### src/hdl/lcd_wm_pkg.sv
// ----------------------------------------------------------------------------
// lcd_wm_pkg
// Beat types, command codes and LCD opcodes for the LCD byte stream block.
// ----------------------------------------------------------------------------
package lcd_wm_pkg;

    // Input beat
    typedef struct packed {
        logic [1:0]  cmd;
        logic [8:0]  x_start;
        logic [7:0]  y_start;
        logic [8:0]  win_width;
        logic [7:0]  win_height;
        logic [7:0]  fb_byte;
        logic [2:0]  bit_index;
        logic [15:0] rgb_pixel;
    } in_item_t;

    // Output beat
    typedef struct packed {
        logic [7:0] out_byte;
        logic       is_data;
        logic       last;
    } out_item_t;

    // Item kinds
    localparam logic [1:0] CMD_WINDOW = 2'd0;
    localparam logic [1:0] CMD_MONO   = 2'd1;
    localparam logic [1:0] CMD_RAW    = 2'd2;
    localparam logic [1:0] CMD_SLEEP  = 2'd3;

    // Controller opcodes
    localparam logic [7:0] OP_COLUMN_ADDR = 8'h2A;
    localparam logic [7:0] OP_PAGE_ADDR   = 8'h2B;
    localparam logic [7:0] OP_MEM_WRITE   = 8'h2C;
    localparam logic [7:0] OP_SLEEP_IN    = 8'h10;

    // Configuration registers
    localparam int unsigned CFG_IDX_W    = 1;
    localparam logic [CFG_IDX_W-1:0] REG_FG_COLOR = 1'b0;
    localparam logic [CFG_IDX_W-1:0] REG_BG_COLOR = 1'b1;
    localparam logic [15:0] FG_COLOR_RESET = 16'hFFFF;
    localparam logic [15:0] BG_COLOR_RESET = 16'h0000;

    // Byte position within one item
    localparam int unsigned BYTE_IDX_W = 4;
    localparam logic [BYTE_IDX_W-1:0] WIN_LAST_IDX   = 4'd10;
    localparam logic [BYTE_IDX_W-1:0] PIX_LAST_IDX   = 4'd1;
    localparam logic [BYTE_IDX_W-1:0] SLEEP_LAST_IDX = 4'd0;

    // Decoded item as held by the sequencer
    typedef struct packed {
        logic [1:0]            kind;
        logic [8:0]            x_start;
        logic [9:0]            x_end;
        logic [7:0]            y_start;
        logic [8:0]            y_end;
        logic [15:0]           colour;
        logic [BYTE_IDX_W-1:0] last_idx;
        logic                  empty;
    } plan_t;

endpackage

### src/hdl/lcd_wm_plan.sv
// ----------------------------------------------------------------------------
// lcd_wm_plan
// Decodes an input beat: window end points, mono colour pick, byte count.
// ----------------------------------------------------------------------------
module lcd_wm_plan (
    input  lcd_wm_pkg::in_item_t item,
    input  logic [15:0]          fg_color,
    input  logic [15:0]          bg_color,
    output lcd_wm_pkg::plan_t    plan
);
    import lcd_wm_pkg::*;

    logic pix_bit;

    // A bit_index of 0 selects the MSB
    assign pix_bit = item.fb_byte[3'd7 - item.bit_index];

    always_comb begin
        plan.kind    = item.cmd;
        plan.x_start = item.x_start;
        plan.y_start = item.y_start;
        // End point = start + size - 1, wide enough not to wrap for a non-empty window
        plan.x_end   = {1'b0, item.x_start} + {1'b0, item.win_width} - 10'd1;
        plan.y_end   = {1'b0, item.y_start} + {1'b0, item.win_height} - 9'd1;
        plan.colour  = item.rgb_pixel;
        plan.empty   = 1'b0;
        case (item.cmd)
            CMD_WINDOW: begin
                plan.last_idx = WIN_LAST_IDX;
                plan.empty    = (item.win_width == 9'd0) || (item.win_height == 8'd0);
            end
            CMD_MONO: begin
                plan.last_idx = PIX_LAST_IDX;
                plan.colour   = pix_bit ? bg_color : fg_color;
            end
            CMD_RAW: begin
                plan.last_idx = PIX_LAST_IDX;
            end
            default: begin
                plan.last_idx = SLEEP_LAST_IDX;
            end
        endcase
    end

endmodule

### src/hdl/lcd_wm_seq.sv
// ----------------------------------------------------------------------------
// lcd_wm_seq
// Holds one decoded item and walks its bytes into the output register.
// ----------------------------------------------------------------------------
module lcd_wm_seq (
    input  logic                  aclk,
    input  logic                  aresetn,
    input  logic                  s_valid,
    output logic                  s_ready,
    input  lcd_wm_pkg::plan_t     plan_in,
    output logic                  m_valid,
    input  logic                  m_ready,
    output lcd_wm_pkg::out_item_t m_data
);
    import lcd_wm_pkg::*;

    // Byte slots of a window item
    localparam logic [BYTE_IDX_W-1:0] SLOT_COL_CMD  = 4'd0;
    localparam logic [BYTE_IDX_W-1:0] SLOT_XS_HI    = 4'd1;
    localparam logic [BYTE_IDX_W-1:0] SLOT_XS_LO    = 4'd2;
    localparam logic [BYTE_IDX_W-1:0] SLOT_XE_HI    = 4'd3;
    localparam logic [BYTE_IDX_W-1:0] SLOT_XE_LO    = 4'd4;
    localparam logic [BYTE_IDX_W-1:0] SLOT_PAGE_CMD = 4'd5;
    localparam logic [BYTE_IDX_W-1:0] SLOT_YS_HI    = 4'd6;
    localparam logic [BYTE_IDX_W-1:0] SLOT_YS_LO    = 4'd7;
    localparam logic [BYTE_IDX_W-1:0] SLOT_YE_HI    = 4'd8;
    localparam logic [BYTE_IDX_W-1:0] SLOT_YE_LO    = 4'd9;
    localparam logic [BYTE_IDX_W-1:0] SLOT_MEM_CMD  = 4'd10;

    logic                  hold_vld_reg;
    plan_t                 plan_reg;
    logic [BYTE_IDX_W-1:0] idx_reg;
    logic                  m_vld_reg;
    out_item_t             m_data_reg;
    out_item_t             m_data_next;

    logic out_free;
    logic step;
    logic step_last;
    logic accept;

    // Handshake: output register free, held item advances one byte
    assign out_free  = !m_vld_reg || m_ready;
    assign step      = hold_vld_reg && out_free;
    assign step_last = step && (idx_reg == plan_reg.last_idx);
    assign s_ready   = !hold_vld_reg || step_last;
    assign accept    = s_valid && s_ready;

    // Byte select for the current slot
    always_comb begin
        m_data_next.last     = (idx_reg == plan_reg.last_idx);
        m_data_next.is_data  = 1'b1;
        m_data_next.out_byte = 8'd0;
        case (plan_reg.kind)
            CMD_WINDOW: begin
                m_data_next.is_data = !(idx_reg inside {SLOT_COL_CMD, SLOT_PAGE_CMD,
                                                        SLOT_MEM_CMD});
                case (idx_reg)
                    SLOT_COL_CMD:  m_data_next.out_byte = OP_COLUMN_ADDR;
                    SLOT_XS_HI:    m_data_next.out_byte = {7'd0, plan_reg.x_start[8]};
                    SLOT_XS_LO:    m_data_next.out_byte = plan_reg.x_start[7:0];
                    SLOT_XE_HI:    m_data_next.out_byte = {6'd0, plan_reg.x_end[9:8]};
                    SLOT_XE_LO:    m_data_next.out_byte = plan_reg.x_end[7:0];
                    SLOT_PAGE_CMD: m_data_next.out_byte = OP_PAGE_ADDR;
                    SLOT_YS_HI:    m_data_next.out_byte = 8'd0;
                    SLOT_YS_LO:    m_data_next.out_byte = plan_reg.y_start;
                    SLOT_YE_HI:    m_data_next.out_byte = {7'd0, plan_reg.y_end[8]};
                    SLOT_YE_LO:    m_data_next.out_byte = plan_reg.y_end[7:0];
                    SLOT_MEM_CMD:  m_data_next.out_byte = OP_MEM_WRITE;
                    default:       m_data_next.out_byte = 8'd0;
                endcase
            end
            CMD_MONO, CMD_RAW: begin
                m_data_next.out_byte = (idx_reg == SLOT_COL_CMD) ? plan_reg.colour[15:8]
                                                                 : plan_reg.colour[7:0];
            end
            default: begin
                m_data_next.is_data  = 1'b0;
                m_data_next.out_byte = OP_SLEEP_IN;
            end
        endcase
    end

    // Control state
    always_ff @(posedge aclk) begin
        if (!aresetn) begin
            hold_vld_reg <= 1'b0;
            idx_reg      <= '0;
            m_vld_reg    <= 1'b0;
        end else begin
            if (accept) begin
                // an empty window is taken and dropped
                hold_vld_reg <= !plan_in.empty;
                idx_reg      <= '0;
            end else if (step_last) begin
                hold_vld_reg <= 1'b0;
            end else if (step) begin
                idx_reg <= idx_reg + 4'd1;
            end
            if (out_free) begin
                m_vld_reg <= step;
            end
        end
    end

    // Payload
    always_ff @(posedge aclk) begin
        if (accept) begin
            plan_reg <= plan_in;
        end
        if (step) begin
            m_data_reg <= m_data_next;
        end
    end

    assign m_valid = m_vld_reg;
    assign m_data  = m_data_reg;

endmodule

### src/hdl/lcd_window_and_mono_pixel_stream.sv
// ----------------------------------------------------------------------------
// lcd_window_and_mono_pixel_stream
// SPI LCD byte stream generator with data/command flag per byte.
// ----------------------------------------------------------------------------
// Each input beat is decoded into an item register and its bytes are then
// sent one per cycle, unless m_ready stalls the output, through a registered
// output: a window beat gives 11 bytes (column, page and memory-write
// commands with the start and end points), a mono or raw pixel beat gives 2
// bytes, a sleep beat gives 1, and a window of zero width or height gives
// none. The next beat is taken in the cycle the current item's last byte is
// loaded into the output register. The user must write the colour registers
// through the cfg port only while the block is idle; the block itself does
// not enforce this.
module lcd_window_and_mono_pixel_stream (
    input  logic                                aclk,
    input  logic                                aresetn,
    input  logic                                cfg_wr_en,
    input  logic [lcd_wm_pkg::CFG_IDX_W-1:0]    cfg_addr,
    input  logic [15:0]                         cfg_wdata,
    input  logic                                s_valid,
    output logic                                s_ready,
    input  lcd_wm_pkg::in_item_t                s_data,
    output logic                                m_valid,
    input  logic                                m_ready,
    output lcd_wm_pkg::out_item_t               m_data
);
    import lcd_wm_pkg::*;

    logic [15:0] fg_color_reg;
    logic [15:0] bg_color_reg;
    plan_t       plan;

    // Colour registers
    always_ff @(posedge aclk) begin
        if (!aresetn) begin
            fg_color_reg <= FG_COLOR_RESET;
            bg_color_reg <= BG_COLOR_RESET;
        end else if (cfg_wr_en) begin
            case (cfg_addr)
                REG_FG_COLOR: fg_color_reg <= cfg_wdata;
                REG_BG_COLOR: bg_color_reg <= cfg_wdata;
                default:      ;
            endcase
        end
    end

    lcd_wm_plan u_plan (
        .item     (s_data),
        .fg_color (fg_color_reg),
        .bg_color (bg_color_reg),
        .plan     (plan)
    );

    lcd_wm_seq u_seq (
        .aclk    (aclk),
        .aresetn (aresetn),
        .s_valid (s_valid),
        .s_ready (s_ready),
        .plan_in (plan),
        .m_valid (m_valid),
        .m_ready (m_ready),
        .m_data  (m_data)
    );

endmodule

### config.mk
export PLATFORM = sky130hd
export DESIGN_NAME = lcd_window_and_mono_pixel_stream
export DESIGN_NICKNAME = d
export VERILOG_FILES = /design/src/hdl/lcd_wm_pkg.sv /design/src/hdl/lcd_wm_plan.sv /design/src/hdl/lcd_wm_seq.sv /design/src/hdl/lcd_window_and_mono_pixel_stream.sv
export SDC_FILE = /design/constraint.sdc
export NUM_CORES = 1
export LEC_CHECK = 0
export BUFFER_PORTS_ARGS = -buffer_cell sky130_fd_sc_hd__buf_4
export CORE_UTILIZATION = 60
export DETAILED_ROUTE_END_ITERATION = 10
export PLACE_DENSITY_LB_ADDON = 0.12
export SLEW_MARGIN = 20
export SYNTH_ARGS = -nofsm -noshare
export SYNTH_HDL_FRONTEND = slang
export SYNTH_SLANG_ARGS = --single-unit
### constraint.sdc
create_clock -name aclk -period 6.6 [get_ports aclk]
set_clock_uncertainty 0.05 [all_clocks]
set_input_delay 0.33 -clock aclk [delete_from_list [all_inputs] [get_ports aclk]]
set_output_delay 0.33 -clock aclk [all_outputs]
set_load 0.05 [all_outputs]
# ---- Yosys cells after proc, flatten, opt, wreduce, memory -nomap -nowiden
# Index checks and enable logic that the tools add are counted.
dict set report word_totals {
  reg_bits 106
  word_cells 74
  output_inout_bits 12
}
dict set report classes {
  order_cmp 1
  n_eq_ne 14
  muxes 12
  n_reduce_logical 23
  add_sub_neg 6
  bitwise_logic 3
}
# op n
set ops {}
lappend ops {{$pmux W8 S10} 1}
lappend ops {{$mux W16} 2}
lappend ops {{$pmux W8 S2} 1}
lappend ops {{$eq A4 B3 Y1 const B} 3}
lappend ops {{$eq A4 B4 Y1 const B} 3}
lappend ops {{$add A9 B9 Y10} 1}
lappend ops {{$sub A10 B1 Y10 const B} 1}
lappend ops {{$add A8 B8 Y9} 1}
lappend ops {{$logic_not A9 Y1} 1}
lappend ops {{$sub A9 B1 Y9 const B} 1}
lappend ops {{$eq A4 B2 Y1 const B} 2}
lappend ops {{$logic_not A8 Y1} 1}
lappend ops {{$mux W8} 1}
lappend ops {{$pmux W4 S2} 1}
lappend ops {{$reduce_and A2 Y1} 3}
lappend ops {{$reduce_or A2 Y1} 3}
lappend ops {{$add A4 B1 Y4 const B} 1}
lappend ops {{$eq A2 B1 Y1 const B} 2}
lappend ops {{$eq A2 B2 Y1 const B} 2}
lappend ops {{$eq A4 B1 Y1 const B} 1}
lappend ops {{$eq A4 B4 Y1} 1}
lappend ops {{$logic_not A1 Y1} 4}
lappend ops {{$logic_not A2 Y1} 2}
lappend ops {{$logic_not A4 Y1} 1}
lappend ops {{10 further kinds} 19}

# ---- Depth between registers and ports, before layout
dict set report depth {
  ltp_word 7
  mapped_depth 11
}

# ---- Hierarchy
# A second synthesis with hierarchy kept.
dict set report unflattened {
  hier_cells 596
  area_unflattened_um2 6067.1
}
# mod cells_per_inst instances seq_area_each_um2 area_each_um2
set by_module_without_submodules {}
lappend by_module_without_submodules {lcd_wm_seq 197 1 2162.1 2994.1}
lappend by_module_without_submodules {lcd_wm_plan 254 1 0.0 1724.2}
lappend by_module_without_submodules {lcd_window_and_mono_pixel_stream 145 1 640.6 1348.8}

# ---- Worst setup path before layout
# No wires, ideal clock.
dict set report synth_path {
  path_type {register to register}
  start {register u_seq.idx_reg[1]}
  end {register u_seq.plan_reg[10] in the netlist's numbering (enable)}
  setup_ns 0.419
  t_required_ns 6.131
  path_buffers 0
  arrival_ns 3.258
  path_stages_with_launch 5
  setup_slack_ns 2.873
  path_cell_list {dfxtp_1 > or3_1 > a211o_1 > o21ai_1 > and2_1}
}
dict set report synth_via {
  elab_chain_len 4
}
# item line_no
set synth_rtl {}
lappend synth_rtl {{start: declaration} lcd_wm_seq.sv:32} ;# logic [BYTE_IDX_W-1:0] idx_reg;
lappend synth_rtl {{start signal: assignment} lcd_wm_seq.sv:98} ;# idx_reg <= idx_reg + 4'd1;
lappend synth_rtl {{$eq A4 B4 Y1} lcd_wm_seq.sv:45} ;# assign step_last = step && (idx_reg == plan_reg.last_idx);
lappend synth_rtl {{$logic_and A1 B1 Y1} lcd_wm_seq.sv:45}
lappend synth_rtl {{$logic_or A1 B1 Y1} lcd_wm_seq.sv:46} ;# assign s_ready = !hold_vld_reg || step_last;
lappend synth_rtl {{named net s_ready} lcd_window_and_mono_pixel_stream.sv:21} ;# output logic s_ready,
lappend synth_rtl {{$logic_and A1 B1 Y1} lcd_wm_seq.sv:47} ;# assign accept = s_valid && s_ready;
lappend synth_rtl {{named net u_seq.accept} lcd_wm_seq.sv:40} ;# logic accept;
lappend synth_rtl {{end signal: assignment} lcd_wm_seq.sv:109} ;# plan_reg <= plan_in;
lappend synth_rtl {{end: declaration} lcd_wm_seq.sv:31} ;# plan_t plan_reg;
# The timed path passes the listed nets, and every way through them passes these cells.
# A chain may end at the register's enable or synchronous reset.

# ---- Final worst setup path
dict set report layout_path {
  start {register u_seq.idx_reg[3]}
  end {register u_seq.plan_reg[30] in the netlist's numbering (enable)}
}
dict set report layout_via {
  elab_chain_len 4
}
# item line_no
set layout_rtl {}
lappend layout_rtl {{$eq A4 B4 Y1} lcd_wm_seq.sv:45}
lappend layout_rtl {{$logic_and A1 B1 Y1} lcd_wm_seq.sv:45}
lappend layout_rtl {{$logic_or A1 B1 Y1} lcd_wm_seq.sv:46}
lappend layout_rtl {{$logic_and A1 B1 Y1} lcd_wm_seq.sv:47}
lappend layout_rtl {{named net u_seq.accept} lcd_wm_seq.sv:40}
# The timed path passes the listed nets, and every way through them passes these cells.

==> impl_metrics.py <==
metrics = {
    "status": {
        "outcome": "finished clean",
    },
    "synth": {
        "synth_ff_type": "edfxtp_1",
        "syn-num-nets": 695,
        "ys_ff_latch": 104,
        "async_flop_share": 0,
        "synthAdderAreaFrac": 0.0969,
        "syn_area_um2": 5580,
        "synth_top_family_by_area": "simple AND/OR/NAND/NOR gates",
        "synth_edf_count": 66,
        "synth-simple-area-share": 0.137,
        "synth_xor_area_frac": 0.0220,
        "synthMuxAreaShare": 0.0592,
        "yosys.area.top_type": "edfxtp_1",
        "yosysMostFrequentCell": "inv_1",
        "seq_area_frac_synth": 0.492,
        "syn-instance-count": 568,
        "yosys_warnings": 0,
        "synth_common_cells": "inv_1 (82), nand2_1 (71), edfxtp_1 (66), a21oi_1 (41), ha_1 (40)",
        "synth_top_area_share": 0.355,
        "synth_cell_types": 48,
        "synth_area_leaders": "edfxtp_1 (36%), dfxtp_1 (14%), ha_1 (9.0%)",
        "syn_avg_cell_area_um2": 9.82,
        "synth_compound_area_frac": 0.117,
    },
    "power": {
        "p_total_mw": 1.49,
        "leakagePower_nw": 2.98,
        "ir_drop_mv": 0.126,
        "p_per_area_nw_per_um2": 228,
    },
    "critical_path": {
        "crit_fanout": 56,
        "endpoint_kind": "flip-flop",
        "crit_type": "flip-flop to flip-flop",
        "crit_required_ns": 6.55,
        "start_kind": "flip-flop",
        "critical_path_arrival_ns": 2.69,
    },
    "floorplan": {
        "core-area_um2": 8850,
        "rows": 34,
        "fp.dieW_um": 98.4,
        "io_pins": 97,
        "fp.dieArea_um2": 9690,
        "floorplan.initialDensity": 0.631,
        "dieHeight_um": 98.4,
    },
    "placement": {
        "dpl_cell_area_um2": 6340,
        "gp_congestion": 0.893,
        "dpl.hpwl_um": 8870,
        "post-place-ws_ns": 3.88,
        "dp.cells": 749,
        "portBuffers": 96,
    },
    "drt": {
        "antenna_left": 0,
        "avgRoutedWirePerCell_um": 15.6,
        "vias": 4281,
        "viasPerCell": 5.60,
        "drc": 0,
        "drt_pass1_iterations": 8,
        "dr.first_iter.drc_count": 280,
        "drt-total-wl_um": 12000,
    },
    "timing": {
        "setup_viol": 0,
        "hold_violations": 0,
        "min_period_ns": 2.74,
        "timing.final.ws_setup_ns": 3.86,
        "fin_crit_sh": 0.416,
        "rsz0062_at_grt": "no",
        "fin_setup_tns_ns": 0,
        "whs_ns": 0.0918,
        "maxSlewHeadroom": 0.425,
        "maxSlewViolCount": 0,
        "worst_slew_pin_slew_ns": 0.845,
        "fmax_mhz": 365,
    },
    "cts": {
        "cts_tree": "done",
        "post_cts_resized": 0,
        "htreeDepth": 3,
        "worstSkewPairLatency_ns": 0.37,
        "cts_root_buf": "clkbuf_8",
        "post_cts_buffers": 0,
        "clkTransAtPathRegs_ns": 0.10,
        "ctsHoldBuffers": 0,
        "numCtsBuffers": 9,
        "clock_sinks": 104,
        "clk_path_buf_depth": 2,
    },
    "cells_and_area": {
        "regArea_um2": 2740,
        "diodes": 0,
        "drive_above_1_share": 0.189,
        "fill_cells": 645,
        "final_cells": 765,
        "largest_register_ffs": 56,
        "utilization": 0.740,
        "fin_nets": 779,
        "final_area_um2": 6550,
        "area_growth_pct": 17.4,
        "multi_input_area_um2": 2420,
    },
    "global_route": {
        "grt_max_degree": 57,
        "grt_pass1_vias": 4165,
        "grt_overflow": 0,
        "antenna_found_initial": 0,
        "grt_pass1_wl_um": 19500,
        "grt_use_total": 0.260,
    },
    "job": {
        "maxCapViolCount": 0,
    },
    "worst_hold_path": {
        "holdCritPathClass": "input port to flip-flop",
    },
}
==> placed cells by master, fill, tap and decap left out, types with 5 or more instances in the layout <==
cell and count:
a21boi_0 19, a21oi_1 41, a22oi_1 6, buf_4 98, clkbuf_8 9, dfxtp_1 38, edfxtp_1 66, ha_1 39
inv_1 82, mux2i_1 24, nand2_1 71, nand2b_1 5, nand3_1 23, nor2_1 29, nor2b_1 6, nor3_1 9
nor4_1 5, o21ai_0 12, o22ai_1 7, xnor2_1 10
==> per-layer routing <==
metal | global-route usage | vias up | wire length, µm
li1 | - | 2109 | -
met3 | 0.0574 | 14 | 825
met1 | 0.344 | 1989 | 5250
met5 | 0 | - | 0
met4 | 0.0723 | 0 | 138
met2 | 0.434 | 169 | 5750
==> cell type report <==
cell class	instances	area share
flip-flops and latches	104	0.419
multi-input cells	356	0.369
repair buffers	98	0.112
inverters	83	0.0476
clock buffers	11	0.0265
well taps	108	0.0206
clock inverters	5	0.00497
==> cell families after synthesis <==
logic type,Yosys count
AO/OA/AOI/OAI,104
XOR/XNOR,14
adder cells (fa/ha/maj),42
buffers and inverters,108
flip-flops,104
multiplexers,29
AND/OR/NAND/NOR,167
==> power breakdown <==
part	total [mW]	switching, mW	internal, mW
sequential	0.779	0.0207	0.758
clock	0.399	0.215	0.184
combinational	0.316	0.177	0.139
total	1.49	0.413	1.08
==> worst max-delay path: stages, from the launching register on <==
cell	delay (ns)
dfxtp_1	0.52
or3_1	0.45
a211o_1	0.34
o21ai_1	0.24
and2_2	0.18
buf_4	0.56
==> path summary, 6_finish.rpt <==
check	end	slack, ns	cells after the start	start
setup reg to reg	u_seq.plan_reg[30]	3.86	5	u_seq.idx_reg[3]
hold / removal	u_seq.plan_reg[35]	0.09	1	s_data[49]
hold reg to reg	bg_color_reg[13]	0.42	2	bg_color_reg[13]
setup / recovery	u_seq.plan_reg[30]	3.86	5	u_seq.idx_reg[3]
(Power assumes the default switching activity.)
